## config.mk

```make
export PLATFORM = sky130hd
export DESIGN_NAME = lnae_avg_div
export DESIGN_NICKNAME = d
export VERILOG_FILES = /design/src/hw/rtl/lnae_pkg.sv /design/src/hw/rtl/lnae_avg_div.sv
export SDC_FILE = /design/constraint.sdc
export NUM_CORES = 1
export LEC_CHECK = 0
export BUFFER_PORTS_ARGS = -buffer_cell sky130_fd_sc_hd__buf_2
export CAP_MARGIN = 20
export CORE_ASPECT_RATIO = 1.75
export CORE_MARGIN = 1
export CORE_UTILIZATION = 40
export DETAILED_ROUTE_END_ITERATION = 8
export MAX_ROUTING_LAYER = met4
export SLEW_MARGIN = 10
export SYNTH_ARGS = -nofsm -noshare
export SYNTH_HDL_FRONTEND = slang
export SYNTH_SLANG_ARGS = --single-unit
```

## constraint.sdc

```tcl
create_clock -name i_clk -period 7.1 [get_ports i_clk]
set_input_delay 1.065 -clock i_clk [delete_from_list [all_inputs] [get_ports i_clk]]
set_output_delay 1.065 -clock i_clk [all_outputs]
set_load 0.01 [all_outputs]
```

## src/hw/rtl/lnae_pkg.sv

```systemverilog
// package: shared types, constants and helper functions of the lattice embedder
`timescale 1ns / 1ps
package lnae_pkg;

    typedef logic signed [14:0] t_crd;

    localparam int   PIX_W       = 24;
    localparam int   SUM_W       = 11;
    localparam int   CNT_W       = 4;
    localparam int   RCP_W       = 17;
    localparam int   RCP_SHIFT   = 16;
    localparam int   CFG_IDX_W   = 2;
    localparam int   CFG_DATA_W  = 13;
    localparam int   NB_NUM      = 9;
    localparam t_crd STRIP_LEN   = t_crd'(7 + 6 * 15);
    localparam t_crd MAX_HEIGHT  = t_crd'(4096);
    localparam t_crd WIDTH_RST   = t_crd'(640);
    localparam t_crd HEIGHT_RST  = t_crd'(480);

    localparam logic [CFG_IDX_W-1:0] CFG_FRAME_WIDTH  = 2'd0;
    localparam logic [CFG_IDX_W-1:0] CFG_FRAME_HEIGHT = 2'd1;

    typedef enum logic [2:0] {
        S_IDLE,
        S_SLOT,
        S_SETUP,
        S_READ,
        S_DIV,
        S_OUT
    } t_state;

    function automatic logic guarded(input t_crd r, input t_crd c, input t_crd w,
                                     input t_crd h, input t_crd sw, input t_crd sh);
        logic g;
        g = 1'b0;
        if (c >= w - sw && r >= h - sh) g = 1'b1;
        if (c >= w - STRIP_LEN && r >= h - t_crd'(2)) g = 1'b1;
        if (c >= w - t_crd'(2) && r >= h - STRIP_LEN) g = 1'b1;
        return g;
    endfunction

    // residue mod 3 by folding base-4 digits
    function automatic logic [1:0] mod3(input logic [13:0] v);
        logic [4:0] s1;
        logic [2:0] s2;
        logic [2:0] s3;
        s1 = '0;
        for (int k = 0; k < 7; k++) begin
            s1 = s1 + 5'(v[2*k +: 2]);
        end
        s2 = 3'(s1[1:0]) + 3'(s1[3:2]) + 3'(s1[4]);
        s3 = 3'(s2[1:0]) + 3'(s2[2]);
        if (s3 >= 3'd3) s3 = s3 - 3'd3;
        return s3[1:0];
    endfunction

    // ceil(2^16 / n), exact floor division for sums up to 2040
    function automatic logic [RCP_W-1:0] recip(input logic [CNT_W-1:0] n);
        logic [RCP_W-1:0] m;
        unique case (n)
            4'd2:    m = 17'd32768;
            4'd3:    m = 17'd21846;
            4'd4:    m = 17'd16384;
            4'd5:    m = 17'd13108;
            4'd6:    m = 17'd10923;
            4'd7:    m = 17'd9363;
            4'd8:    m = 17'd8192;
            default: m = 17'd65536;
        endcase
        return m;
    endfunction

    // neighbour offsets: center, left 1/2, right 1/2, up 1/2, down 1/2
    function automatic t_crd nb_drow(input logic [CNT_W-1:0] idx);
        t_crd d;
        unique case (idx)
            4'd5:    d = -t_crd'(1);
            4'd6:    d = -t_crd'(2);
            4'd7:    d = t_crd'(1);
            4'd8:    d = t_crd'(2);
            default: d = t_crd'(0);
        endcase
        return d;
    endfunction

    function automatic t_crd nb_dcol(input logic [CNT_W-1:0] idx);
        t_crd d;
        unique case (idx)
            4'd1:    d = -t_crd'(1);
            4'd2:    d = -t_crd'(2);
            4'd3:    d = t_crd'(1);
            4'd4:    d = t_crd'(2);
            default: d = t_crd'(0);
        endcase
        return d;
    endfunction

endpackage

```

## src/hw/rtl/lnae_avg_div.sv

```systemverilog
// neighbour average: per-channel sum times reciprocal of the count
`timescale 1ns / 1ps
module lnae_avg_div import lnae_pkg::*; (
    input  logic             i_clk,
    input  logic             i_start,
    input  logic [SUM_W-1:0] i_sum_r,
    input  logic [SUM_W-1:0] i_sum_g,
    input  logic [SUM_W-1:0] i_sum_b,
    input  logic [CNT_W-1:0] i_cnt,
    output logic [PIX_W-1:0] o_avg
);
    localparam int PW = SUM_W + RCP_W;

    logic [PW-1:0]    r_prod_r;
    logic [PW-1:0]    r_prod_g;
    logic [PW-1:0]    r_prod_b;
    logic [RCP_W-1:0] rcp;

    assign rcp = recip(i_cnt);

    always_ff @(posedge i_clk) begin
        if (i_start) begin
            r_prod_r <= PW'(i_sum_r) * PW'(rcp);
            r_prod_g <= PW'(i_sum_g) * PW'(rcp);
            r_prod_b <= PW'(i_sum_b) * PW'(rcp);
        end
    end

    assign o_avg = {r_prod_b[RCP_SHIFT +: 8], r_prod_g[RCP_SHIFT +: 8],
                    r_prod_r[RCP_SHIFT +: 8]};
endmodule

```

# Yosys cells after proc, flatten, opt, wreduce, memory -nomap -nowiden
# Cells that the tools add are included.
# op_classes
mul	3
muxes	1
n_eq_ne	7
# op_table
operator	count
$pmux 17 s7	1
$mul 11x17->24	3
$eq 4x3->1 const B	4
$eq 4x2->1 const B	2
$eq 4x4->1 const B	1
# word_totals
inputBits	39
ff_bits	72

# Logic depth before layout (Yosys ltp)
# Gate-level depths: netlist of the first run.
# logic_depth
depth_word	3
ltp_mapped	27

# Least setup slack after synthesis of the first run
# No wires, ideal clock.
# synth_path
path_kind	input-to-reg
start	in i_cnt[3]
end	reg r_prod_r[23] (data pin)
slack_ns	0.018
stages	22
required_ns	6.841
setup_time_ns	0.259
arrival_time_ns	6.823
n_path_buf	5
cell_sequence	buf_6 and3b_1 buf_6 clkbuf_1 clkbuf_1 clkbuf_1 o21ai_0 fa_1 fa_1 fa_1 inv_1 fa_1 fa_1 ha_1 a21o_1 a21oi_1 o32ai_1 a221o_1 a2111oi_4 nor3_2 o211a_1 a211o_1
# synth_via
elab_chain_len	3
# synth_lines
element	line	source
from (decl)	lnae_avg_div.sv:9	input logic [CNT_W-1:0] i_cnt,
$eq 4x4->1 (tied with other cells)	lnae_pkg.sv:60	unique case (n)
$pmux 17 s7 *	lnae_pkg.sv:60	
$mul 11x17->24 *	lnae_avg_div.sv:23	r_prod_r <= PW'(i_sum_r) * PW'(rcp);
to (signal assigned)	lnae_avg_div.sv:23	
to (decl)	lnae_avg_div.sv:14	logic [PW-1:0] r_prod_r;
# Mark *: on every way between the ends. The rest lies on a longest branch, timed or not.
# A chain may end at the register's enable or synchronous reset.

# Final worst setup path of the first run
# layout_path
start	in i_cnt[1]
end	reg r_prod_r[23] (data pin)
# Same word-level chain as after synthesis.

==> results.md, run 1 <==
Run status:
- The flow ran to the end, and the final reports show no timing, DRC or antenna violations.

Timing:
- After layout, the minimum clock period comes to around 6800 ps.
- Derived from the worst setup path, the maximum achievable clock frequency is between 100 and 150 MHz.
- The summed negative setup slack over all endpoints is 0 ps.
- Setup repair after global routing left no endpoint under its margin.
- For the pin with the worst max-slew slack, the measured transition is about 1000 ps.
- The number of slew-limit violations in the final report came to 0.
- The worst hold margin is between 1000 and 1500 ps.
- The part of the cycle the worst path needs is 0.952.
- Measured against its own limit, the worst slew margin works out to 0.323.
- Setup violations remaining at the end of the flow were counted as 0.
- The number of endpoints with negative hold slack in the final report is 0.

Routing:
- Using the TritonRoute via totals, the vias-per-cell ratio works out to 4.98.
- The detailed router placed 11300 vias in this run.
- The DRC violation total after the first TritonRoute iteration is 486.
- In the routed design, unresolved DRC markers number 0.
- The iteration count of the initial detailed-routing pass is 5.
- The routed wire length is between 40000 and 50000 um.
- Once detail routing completed, the nets flagged for antenna violations numbered 0.
- The per-cell routed wire length is approximately 19 um.

Yosys:
- The number of different library cells in the post-synthesis netlist is between 50 and 60.
- The register bit total from synthesis is 24.
- The fraction of the yosys area taken by sequential cells is 0.0466.
- After synthesis the cells add up to about 15000 um2.
- Synthesis produced a netlist with a net count of between 2000 and 2500.
- The post-synthesis async set-or-reset flop share is 0.
- The number of flops mapped to enable cells by yosys is 24.
- In the synthesized netlist the dominant register cell turns out to be edfxtp_1.
- The warning count from the yosys run is 0.
- The average instance area after synthesis is slightly above 9 um2.
- The cell count after synthesis is approximately 1700.

Placement:
- The instance area after placement is about 17000 um2.
- The number of placed instances, taps included, is 2251.
- The routability congestion estimate is between 0.9 and 1.
- The final HPWL from detailed placement is 37900 um.
- Input and output buffers added on the ports amount to 62.

Worst setup path:
- The worst setup path is of the input pin to flip-flop kind.
- The slowest stage of the critical path belongs to the cell fa_1.
- The element type at the critical path start is an input pin.
- The critical path starts at i_cnt[1].
- For the worst setup path, the data required time is about 7200 ps.
- The delay of the slowest cell on the worst path is around 540 ps.
- In this design, the largest share of critical-path delay is due to adder cells.
- The number of buffer and inverter stages on the critical path is 4.
- The arrival time of the worst setup path is between 6000 and 7000 ps.
- The critical path goes through buf_2 -> xnor2_1 -> nor3b_2 -> buf_4 -> and2_1 -> inv_1 -> fa_1 -> fa_1 -> fa_1 -> inv_1 -> fa_1 -> fa_1 -> ha_1 -> a21o_1 -> a21oi_1 -> o32ai_1 -> a221o_1 -> a2111oi_4 -> nor3_2 -> o211a_1 -> a211o_1.
- Of all nets on the critical path, the largest fanout is 17.
- The cell repeated most along the worst path is fa_1.
- The worst setup path is captured at a flip-flop.

Clock tree:
- The number of buffers inserted for hold repair after clock tree synthesis is 0.
- The number of cells upsized or downsized after cts is 0.
- The number of setup buffers added after CTS is 0.
- The cell chosen for the clock root is clkbuf_16.
- The clock tree from TritonCTS is done.
- No sink is reached through more buffers than the 2 on the longest clock path.
- After clock tree synthesis, the clock-pin slew on the worst setup and hold paths is around 100 ps.
- The total CTS buffers is 3.
- Counting every sink on the clock net gives 24.
- The H-tree level count is 1.

Final layout:
- The layout filler cell count is 3787.
- The finished cells cover about 17000 um2.
- The library cell used most frequently in the layout, excluding fill and tap cells, is inv_1.
- The area growth from synthesis to final layout is 9.41%.
- Once layout is complete, the cells apart from fillers number 2258.
- Measured on the finished design, the core utilization comes to 0.447.
- In the final design database the tool counted ~2300 nets.
- In the layout the commonest cells are inv_1 (518), fa_1 (384), nand2_1 (237).
- The fraction of final layout cells sized beyond drive strength 1 is 0.0980.

Die:
- The initial utilization of the core area, before any placement, comes to 0.408.
- In this run the standard cell core region covers 37900 um2.
- The floorplan step defined a die boundary enclosing 39500 um2.
- The number of rows created at floorplan is between 90 and 100.
- Measured along the y axis, the die boundary spans between 200 and 300 um.
- The x dimension of the die is approximately 150 um.
- The number of top-level pins is 63.

Global routing:
- The residual overflow from global routing is 0.
- The first global-routing pass estimated between 60000 and 70000 um of wire.
- The number of antenna violations at the first check in global routing is 1.
- The maximum number of pins on one net before global-route repair is 35.
- The number of global-route vias before repair came to around 13000.
- For this run, the total global-route usage over all layers was measured as 0.245.

Pwr:
- The worst-case IR drop observed on VDD is slightly below 0.09 mV.
- The cell leakage power is ~9.4 nW.
- The total power density per cell area is around 110 nW/um2.

Job:
- The count of maximum capacitance violations is 0.

Min path:
- The worst hold path belongs to the class input pin to flip-flop.
- The hold path startpoint is i_start.
power by group:
part	leakage (nW)	total [mW]	internal, mW	switching, mW
Combinational	9.14	1.40	0.596	0.809
Clock	0.0511	0.198	0.114	0.0841
Sequential	0.234	0.262	0.247	0.0145
Total	9.43	1.86	0.956	0.908
routing by layer:
| metal | GRT usage | vias to the layer above | share of wire | wire length, um |
|---|---|---|---|---|
| met1 | 0.240 | 5795 | 0.33 | 14200 |
| met5 | - | - | 0 | 0 |
| li1 | - | 5042 | - | - |
| met2 | 0.467 | 293 | 0.57 | 24700 |
| met4 | 0.144 | 0 | 0.068 | 2930 |
| met3 | 0.0155 | 126 | 0.026 | 1130 |
flip-flops by register name, indices dropped and copies added, names as in the netlist:
signal,count
r_prod_g,8
r_prod_r,8
r_prod_b,8
synth_stat cells (2+ instances only):
| cell | count | area [um2] |
|---|---|---|
| ha_1 | 138 | 1730 |
| or2_2 | 7 | 43.8 |
| o211ai_1 | 2 | 15.0 |
| nand4_1 | 2 | 12.5 |
| and2_1 | 114 | 713 |
| a21o_1 | 11 | 82.6 |
| a211oi_1 | 4 | 30.0 |
| nand2b_1 | 4 | 25.0 |
| buf_6 | 4 | 45.0 |
| edfxtp_1 | 24 | 721 |
| nand3_1 | 5 | 25.0 |
| xor2_1 | 13 | 114 |
| nand2_1 | 237 | 890 |
| xnor2_1 | 29 | 254 |
| a221o_1 | 3 | 30.0 |
| a211o_1 | 3 | 26.3 |
| and3_1 | 9 | 56.3 |
| a31o_2 | 2 | 17.5 |
| nor3b_1 | 2 | 15.0 |
| inv_1 | 518 | 1940 |
| o21ai_0 | 22 | 110 |
| clkbuf_1 | 56 | 210 |
| nor2b_1 | 2 | 12.5 |
| nor2_1 | 28 | 105 |
| a21oi_1 | 21 | 105 |
| o21bai_1 | 2 | 15.0 |
| or3_1 | 2 | 12.5 |
| buf_1 | 2 | 7.51 |
| nor3_1 | 8 | 40.0 |
| fa_1 | 384 | 7690 |
| a22oi_1 | 3 | 22.5 |
| a41oi_1 | 3 | 26.3 |
| o31ai_1 | 3 | 22.5 |
final cells by class:
type,instances,area [um2],share of cell area
flip-flops and latches,24,721,0.0426
clock inverters,1,30.0,0.00178
multi-input cells,1087,12600,0.742
well taps,480,601,0.0355
inverters,518,1940,0.115
diodes,3,7.51,0.000444
clock buffers,3,75.1,0.00444
repair buffers,142,986,0.0583
path summary, 6_finish.rpt:
kind              cells after the start            to  slack (ps)
hold / removal                        1  r_prod_b[16]        1400
setup / recovery                     21  r_prod_r[23]         340
per-stage QoR:
stage                     worst slack, ps  total power [mW]
after floorplan                      18.5              1.25
after global placement               76.4              1.66
after detailed placement            -6.10              1.70
after CTS                             336              1.91
after global routing                 41.2              2.09
final                                 342              1.86
logic make-up after synthesis:
family,Yosys count,share of synthesized area
AOI/OAI and AO/OA,89,0.0406
xor gates and xnor gates,43,0.0252
adders and majority gates,522,0.609
buffers and inverters,581,0.143
DFF,24,0.0466
muxes,1,0.000647
and+or+nand+nor,432,0.135
Power figures use the tool's default switching activity.
==> run 2, diff against run 1 <==
- PLACE_DENSITY: not set -> 0.65
==> run 2 against run 1 <==
- via count is 0.44% lower
- largest power group unchanged
- critical path depth is 2 higher
- wire length is 2.1% lower
- count of clock-buffer cells in the layout stayed put
==> results.md, run 2 (synthesis gave the netlist of run 1 again) <==
Timing:
- The worst hold margin came to 1390 ps (-9.17 ps).
- The number of slew-limit violations in the final report is 0 (unchanged).
- Setup repair after global routing left no endpoint under its margin.
- The maximum clock frequency came to 146 MHz (-1.3%).
- The part of the cycle the worst path needs is 0.964 (+0.0124).
- The total setup violations reported at the end of the flow is 0 (unchanged).
- The normalized max-slew margin is 0.449 (+0.126).
- The number of endpoints with negative hold slack in the final report was 0 (unchanged).
- The summed negative setup slack over all endpoints is 0 ps (unchanged).
- The minimum clock period came to 6850 ps (+87.9 ps).
- The pin slew with the least headroom to its limit was 826 ps (-180 ps).

Clock tree:
- The number of buffers inserted for hold repair after clock tree synthesis is 0 (unchanged).
- The clock-pin slew on the worst setup and hold paths came to 90 ps (about the same).
- The clock tree from TritonCTS is done.
- The TritonCTS sink count came to 24 (unchanged).
- The maximum number of buffers from clock root to sink is 2 (unchanged).
- The total CTS buffers is 3 (unchanged).
- The cell chosen for the clock root is clkbuf_16.
- The H-tree level count is 1 (unchanged).

Global routing:
- The number of antenna violations at the first check in global routing came to 3 (+2).
- The overall track demand over capacity in global routing is 0.240 (-0.00467).
- The residual overflow from global routing is 0 (unchanged).
- The first-pass GRT wire length was 68200 um (-1.7%).
- The number of global-route vias before repair is 13000 (-0.63%).
- The maximum number of pins on one net before global-route repair is 31 (-11%).

Routing:
- The number of nets with antenna violations after routing came to 0 (unchanged).
- The per-cell via count in the routed design is 4.98 (about the same).
- The per-cell routed wire length was 18.7 um (-1.8%).
- The iteration count of the initial detailed-routing pass is 5 (unchanged).
- The routed wire length came to 42100 um (-2.1%).
- The DRC violation total after the first TritonRoute iteration is 482 (-0.82%).
- The DRC violation count after routing came to 0 (unchanged).
- The routed via count is 11200 (-0.44%).

Worst setup path:
- STA classifies the critical path startpoint as an input pin.
- The worst-path maximum fanout is 11 (-6).
- The total number of cells along the worst setup path is 23 (+9.5%).
- The number of buffer and inverter stages on the critical path came to 6 (+2).
- The worst setup path is captured at a flip-flop.
- The cell repeated most along the worst path is fa_1.
- The critical path goes through buf_2 -> and3b_2 -> buf_4 -> nand2_1 -> inv_1 -> nand2_1 -> inv_1 -> fa_1 -> fa_1 -> fa_1 -> fa_1 -> inv_1 -> fa_1 -> inv_1 -> ha_1 -> a21o_1 -> a221o_1 -> a21oi_1 -> o21ai_0 -> a211o_1 -> a31o_2 -> a21oi_1 -> xor2_1.
- In this design, the largest share of critical-path delay is due to adder cells.
- The type of the worst setup path is input pin to flip-flop.
- The arrival time of the worst setup path came to 6900 ps (+80 ps).
- The delay of the slowest cell on the worst path is 510 ps (-30 ps).
- The worst-path cell with the longest stage delay is fa_1.
- The critical path data required time was 7160 ps (about the same).
- The end point of the critical path is r_prod_g[23].
- The launching element of the worst setup path is i_cnt[2].

Pwr:
- The cell leakage power is 9.38 nW (-0.45%).
- The total power density per cell area is 110 nW/um2 (about the same).
- The overall power consumption was 1.86 mW (-0.44%).
- The maximum resistive drop on vdd is 0.142 mV (+61%).

Final layout:
- The area growth from synthesis to final layout is 8.95%.
- The final cell count without fillers is 2250 (-0.35%).
- The library cell used most frequently in the layout, excluding fill and tap cells, is inv_1.
- The number of nets in the finished design was 2328 (-0.39%).
- The fraction of final layout cells sized beyond drive strength 1 was 0.0934 (-0.00460).
- The largest registers in the layout are r_prod_b: 8 flops, r_prod_g: 8 flops, r_prod_r: 8 flops.
- In the layout the commonest cells are inv_1 (518), fa_1 (384), nand2_1 (237).
- The layout filler cell count is 3731 (-1.5%).

Run status:
- The flow ran to the end, and the final reports show no timing, DRC or antenna violations.

Die:
- The number of rows created at floorplan came to 94 (unchanged).
- The x dimension of the die is 151 um (unchanged).
- The effective utilization at floorplan is 0.408 (unchanged).
- The number of top-level pins is 63 (unchanged).
- The area inside the core boundary is 37900 um2 (unchanged).
- The die area is 39500 um2 (unchanged).
- The die extent in y is 262 um (unchanged).

Job:
- The count of maximum capacitance violations came to 0 (unchanged).

Placement:
- The routability congestion estimate is 0.999 (+5.7%).
- The number of port buffers is 62 (unchanged).
- The placed cell count is 2242 (-0.40%).
- The final HPWL from detailed placement is 37200 um (-1.7%).

Min path:
- In this run the worst hold path is classified as input pin to flip-flop.
==> run 2: cell type report <==
type	instances	area (um2)	area share
inverters	518	1940	0.115
multi-input cells	1087	12600	0.746
repair buffers	133	906	0.0538
well taps	480	601	0.0357
diodes	4	10.0	0.000594
clock inverters	1	30.0	0.00178
flip-flops and latches	24	721	0.0428
clock buffers	3	75.1	0.00446
==> run 2: metal layers <==
layer,up-vias,part of all wire,track usage,wire length (um)
li1,5020,-,-,-
met1,5745,0.33,0.230,13700
met2,295,0.57,0.455,24100
met3,147,0.030,0.0193,1250
met4,0,0.071,0.152,2980
met5,-,0,-,0
==> run 2: metrics by stage <==
stage | cell area, um2 | util | setup WS, ps
floorplan | 15500 | - | 18.5
global placement | 16700 | 0.442 | -97.6
detailed placement | 16700 | 0.442 | -149
CTS | 16800 | 0.444 | 190
global route | 16800 | 0.445 | 5.05
finish | 16800 | 0.445 | 254
==> run 2: repair_timing <==
item | 4_1_cts | 5_1_grt
hold endpoints to repair | 0 | 0
setup buffers | 0 | 0
resized for setup | 0 | 1
setup endpoints to repair | 0 | 4
==> run 2: worst min-delay path, stage by stage <==
cell     delay [ps]
buf_2           180
nand2_1         100
a21oi_1          90
xnor2_1         140
==> run 2: worst min-delay path by stage <==
| stage | cells past startpoint | from | endpoint |
|---|---|---|---|
| 3_5_place_dp | 1 | r_prod_r[16] | o_avg[0] |
| 3_3_place_gp | 1 | r_prod_g[21] | o_avg[13] |
| 4_1_cts | 4 | i_sum_g[7] | r_prod_g[23] |
| 2_1_floorplan | 0 | i_start | r_prod_b[16] |
| 6_report | 4 | i_sum_b[7] | r_prod_b[23] |
| 5_1_grt | 4 | i_sum_g[7] | r_prod_g[23] |
==> run 2: report_power, final <==
| part | switching (mW) | total (mW) | internal, mW | leakage [nW] |
|---|---|---|---|---|
| clock network | 0.0842 | 0.198 | 0.114 | 0.0511 |
| logic | 0.805 | 1.40 | 0.592 | 9.10 |
| registers | 0.0146 | 0.262 | 0.247 | 0.234 |
| total | 0.903 | 1.86 | 0.953 | 9.38 |
==> run 3, diff against run 2 <==
- SETUP_SLACK_MARGIN: not set -> 0.4
==> run 3 against run 2 <==
- via count grew 0.92%
- design area grew 2.6%
- sequential cell count is the same
- die area is the same
- global-route usage shrank 0.68 points
- non-clock buffer count grew 7
- utilization grew 1.2 points
- largest cell class unchanged
==> results.md, run 3 (synthesis gave the netlist of run 1 again) <==
Min path:
- The worst hold path terminates at r_prod_b[16].
- The hold path depth came to 1 (-3).
- The startpoint identified for the worst hold timing path is i_start.
- In this run the worst hold path is classified as input pin to flip-flop.

Clock tree:
- The TritonCTS sink count is 24 (unchanged).
- Clock tree synthesis selected as its root buffer the cell clkbuf_16.
- The total CTS buffers is 3 (unchanged).
- The maximum number of buffers from clock root to sink is 2 (unchanged).
- The number of buffers inserted for hold repair after clock tree synthesis is 0 (unchanged).
- The clock-pin slew on the worst setup and hold paths was 100 ps (about the same).
- The H-tree level count came to 1 (unchanged).
- TritonCTS built the clock tree.

Routing:
- The number of nets with antenna violations after routing came to 0 (unchanged).
- The per-cell via count in the routed design is 5.02 (+0.70%).
- The routed via count is 11300 (+0.92%).
- The routed wire length came to 41900 um (-0.43%).
- The per-cell routed wire length came to 18.6 um (-0.66%).
- The DRC violation count after routing is 0 (unchanged).
- The iteration count of the initial detailed-routing pass was 4 (-1).
- The DRC violation total after the first TritonRoute iteration is 402 (-17%).

Placement:
- The number of port buffers was 62 (unchanged).
- The final HPWL from detailed placement is 35600 um (-4.3%).
- The routability congestion estimate is 1.00 (+0.41%).
- The placed cell count is 2223 (-0.85%).

Global routing:
- The global routing usage on met1 is 0.225 (-0.00509).
- The residual overflow from global routing is 0 (unchanged).
- The met2 demand-to-capacity share in global routing is 0.443 (-0.0124).
- The number of antenna violations at the first check in global routing is 2 (-1).
- The first-pass GRT wire length is 66700 um (-2.2%).
- The maximum number of pins on one net before global-route repair was 30 (-3.2%).
- The overall track demand over capacity in global routing is 0.234 (-0.00680).
- The global-route track usage on met3 was 0.0203 (+0.00104).
- The layer carrying the most global-route usage is met2.
- The number of global-route vias before repair is 12900 (-0.98%).

Timing:
- The summed negative setup slack over all endpoints is 0 ps (unchanged).
- The normalized max-slew margin came to 0.443 (-0.00623).
- The total setup violations reported at the end of the flow came to 0 (unchanged).
- Setup repair after global routing could not meet its margin everywhere.
- The number of endpoints with negative hold slack in the final report is 0 (unchanged).
- The part of the cycle the worst path needs was 0.938 (-0.0263).
- The maximum clock frequency is 150 MHz (+2.8%).
- The minimum clock period is 6660 ps (-187 ps).
- The pin slew with the least headroom to its limit came to 835 ps (+9.34 ps).
- The number of slew-limit violations in the final report is 0 (unchanged).

Final layout:
- The total area of sequential cells is 721 um2 (unchanged).
- The library cell used most frequently in the layout, excluding fill and tap cells, is inv_1.
- The largest registers in the layout are r_prod_b: 8 flops, r_prod_g: 8 flops, r_prod_r: 8 flops.
- The number of nets in the finished design is 2335 (+0.30%).
- The area of the multi-input gates came to 12800 um2 (+1.7%).
- The area growth from synthesis to final layout is 11.8%.
- The fraction of final layout cells sized beyond drive strength 1 is 0.127 (+0.0340).
- The final cell count without fillers came to 2255 (+0.22%).
- The layout filler cell count is 3670 (-1.6%).
- The top cell types in the final layout, fill and taps aside, are inv_1 (510), fa_1 (378), nand2_1 (223).

Pwr:
- The total power density per cell area came to 110 nW/um2 (about the same).
- The maximum resistive drop on vdd was 0.0991 mV (-30%).
- The cell leakage power was 9.52 nW (+1.5%).

Worst setup path:
- The type of the worst setup path is input pin to flip-flop.
- The critical path data required time was 7150 ps (about the same).
- The arrival time of the worst setup path is 6710 ps (-190 ps).
- The element type at the critical path start is an input pin.
- Among the stages of the critical path, the cell type that occurs most often is fa_1.
- The delay of the slowest cell on the worst path is 570 ps (+60 ps).
- The slowest stage of the critical path belongs to the cell fa_1.
- The signal on the critical path passes through clkbuf_4 -> buf_4 -> or4b_4 -> o21ai_4 -> buf_12 -> nand2_1 -> fa_1 -> fa_1 -> inv_1 -> fa_1 -> fa_1 -> fa_1 -> ha_4 -> and3_2 -> a221o_1 -> a2111oi_4 -> nor3_4 -> o211a_1 -> a211o_1.
- The worst-path maximum fanout is 8 (-3).
- The worst setup path is captured at a flip-flop.

Die:
- The number of rows created at floorplan is 94 (unchanged).
- The die extent in y is 262 um (unchanged).
- The die area is 39500 um2 (unchanged).
- The effective utilization at floorplan is 0.408 (unchanged).
- The area inside the core boundary came to 37900 um2 (unchanged).
- The number of top-level pins is 63 (unchanged).
- The x dimension of the die is 151 um (unchanged).

Run status:
- The run finished with clean final reports.

Job:
- The count of maximum capacitance violations is 0 (unchanged).
run 3: changes by cell type in the layout (fill, tap and decap cells not counted), moves of 4 or more:
cell       before  now
nand2_2         0   14
buf_12          5   10
nor2_1         25   21
inv_2           0    8
nor2_2          4    8
buf_4          66   62
fa_2            0    6
clkbuf_16       3    9
buf_2          62   58
nand2_1       237  223
fa_1          384  378
and2_1        114  108
inv_1         518  510
run 3: routing by layer:
layer,vias up,part of all wire
met3,165,0.032
met2,320,0.57
met4,0,0.071
met5,-,0
met1,5774,0.33
li1,5051,-
run 3: layout make-up:
cell class	instances	share of cell area
Clock buffer	3	0.00434
Multi-Input combinational cell	1087	0.739
Inverter	518	0.112
Clock inverter	1	0.00174
Antenna cell	2	0.000289
Tap cell	480	0.0347
Timing Repair Buffer	140	0.0661
Sequential cell	24	0.0417
run 3: worst max-delay path, delay by kind of cell:
family	cells	cell delay [ps]
AOI/OAI and AO/OA	5	1430
adders and majority gates	6	2780
and+or+nand+nor	4	840
buffers and inverters	4	580
run 3: worst max-delay path by stage:
stage,startpoint,endpoint,slack [ps],cells past startpoint
after global routing,i_cnt[3],r_prod_r[23],250,21
after CTS,i_cnt[1],r_prod_r[21],360,24
after global placement,i_cnt[0],r_prod_g[23],140,24
after detailed placement,i_cnt[2],r_prod_g[23],30,22
after floorplan,i_cnt[3],r_prod_r[23],380,25
final,i_cnt[0],r_prod_r[23],440,19
run 3: power breakdown:
group | internal [mW] | total (mW) | switching, mW
Combinational | 0.620 | 1.45 | 0.829
Sequential | 0.247 | 0.261 | 0.0139
Clock | 0.113 | 0.196 | 0.0822
run 3: through the flow:
stage / area (um2) / total power [mW] / setup WS, ps / hold slack [ps] / utilization
6_report: 17300 / 1.91 / 440 / 1420 / 0.457
5_1_grt: 17300 / 2.13 / 250 / 1460 / 0.457
4_1_cts: 16800 / 1.89 / 363 / 1410 / 0.442
3_5_place_dp: 16600 / 1.68 / 25.3 / 1480 / 0.440
3_3_place_gp: 16600 / 1.64 / 139 / 1470 / 0.440
2_1_floorplan: 15500 / 1.25 / 380 / 1180 / -
run 3: repair_timing:
action / 4_1_cts / 5_1_grt
resized for setup: 1 / 70
endpoints found under the hold margin: 0 / 0
setup buffers: 0 / 20
endpoints found under the setup margin: 3 / 13
gates cloned: 0 / 6
pin swaps: 0 / 23
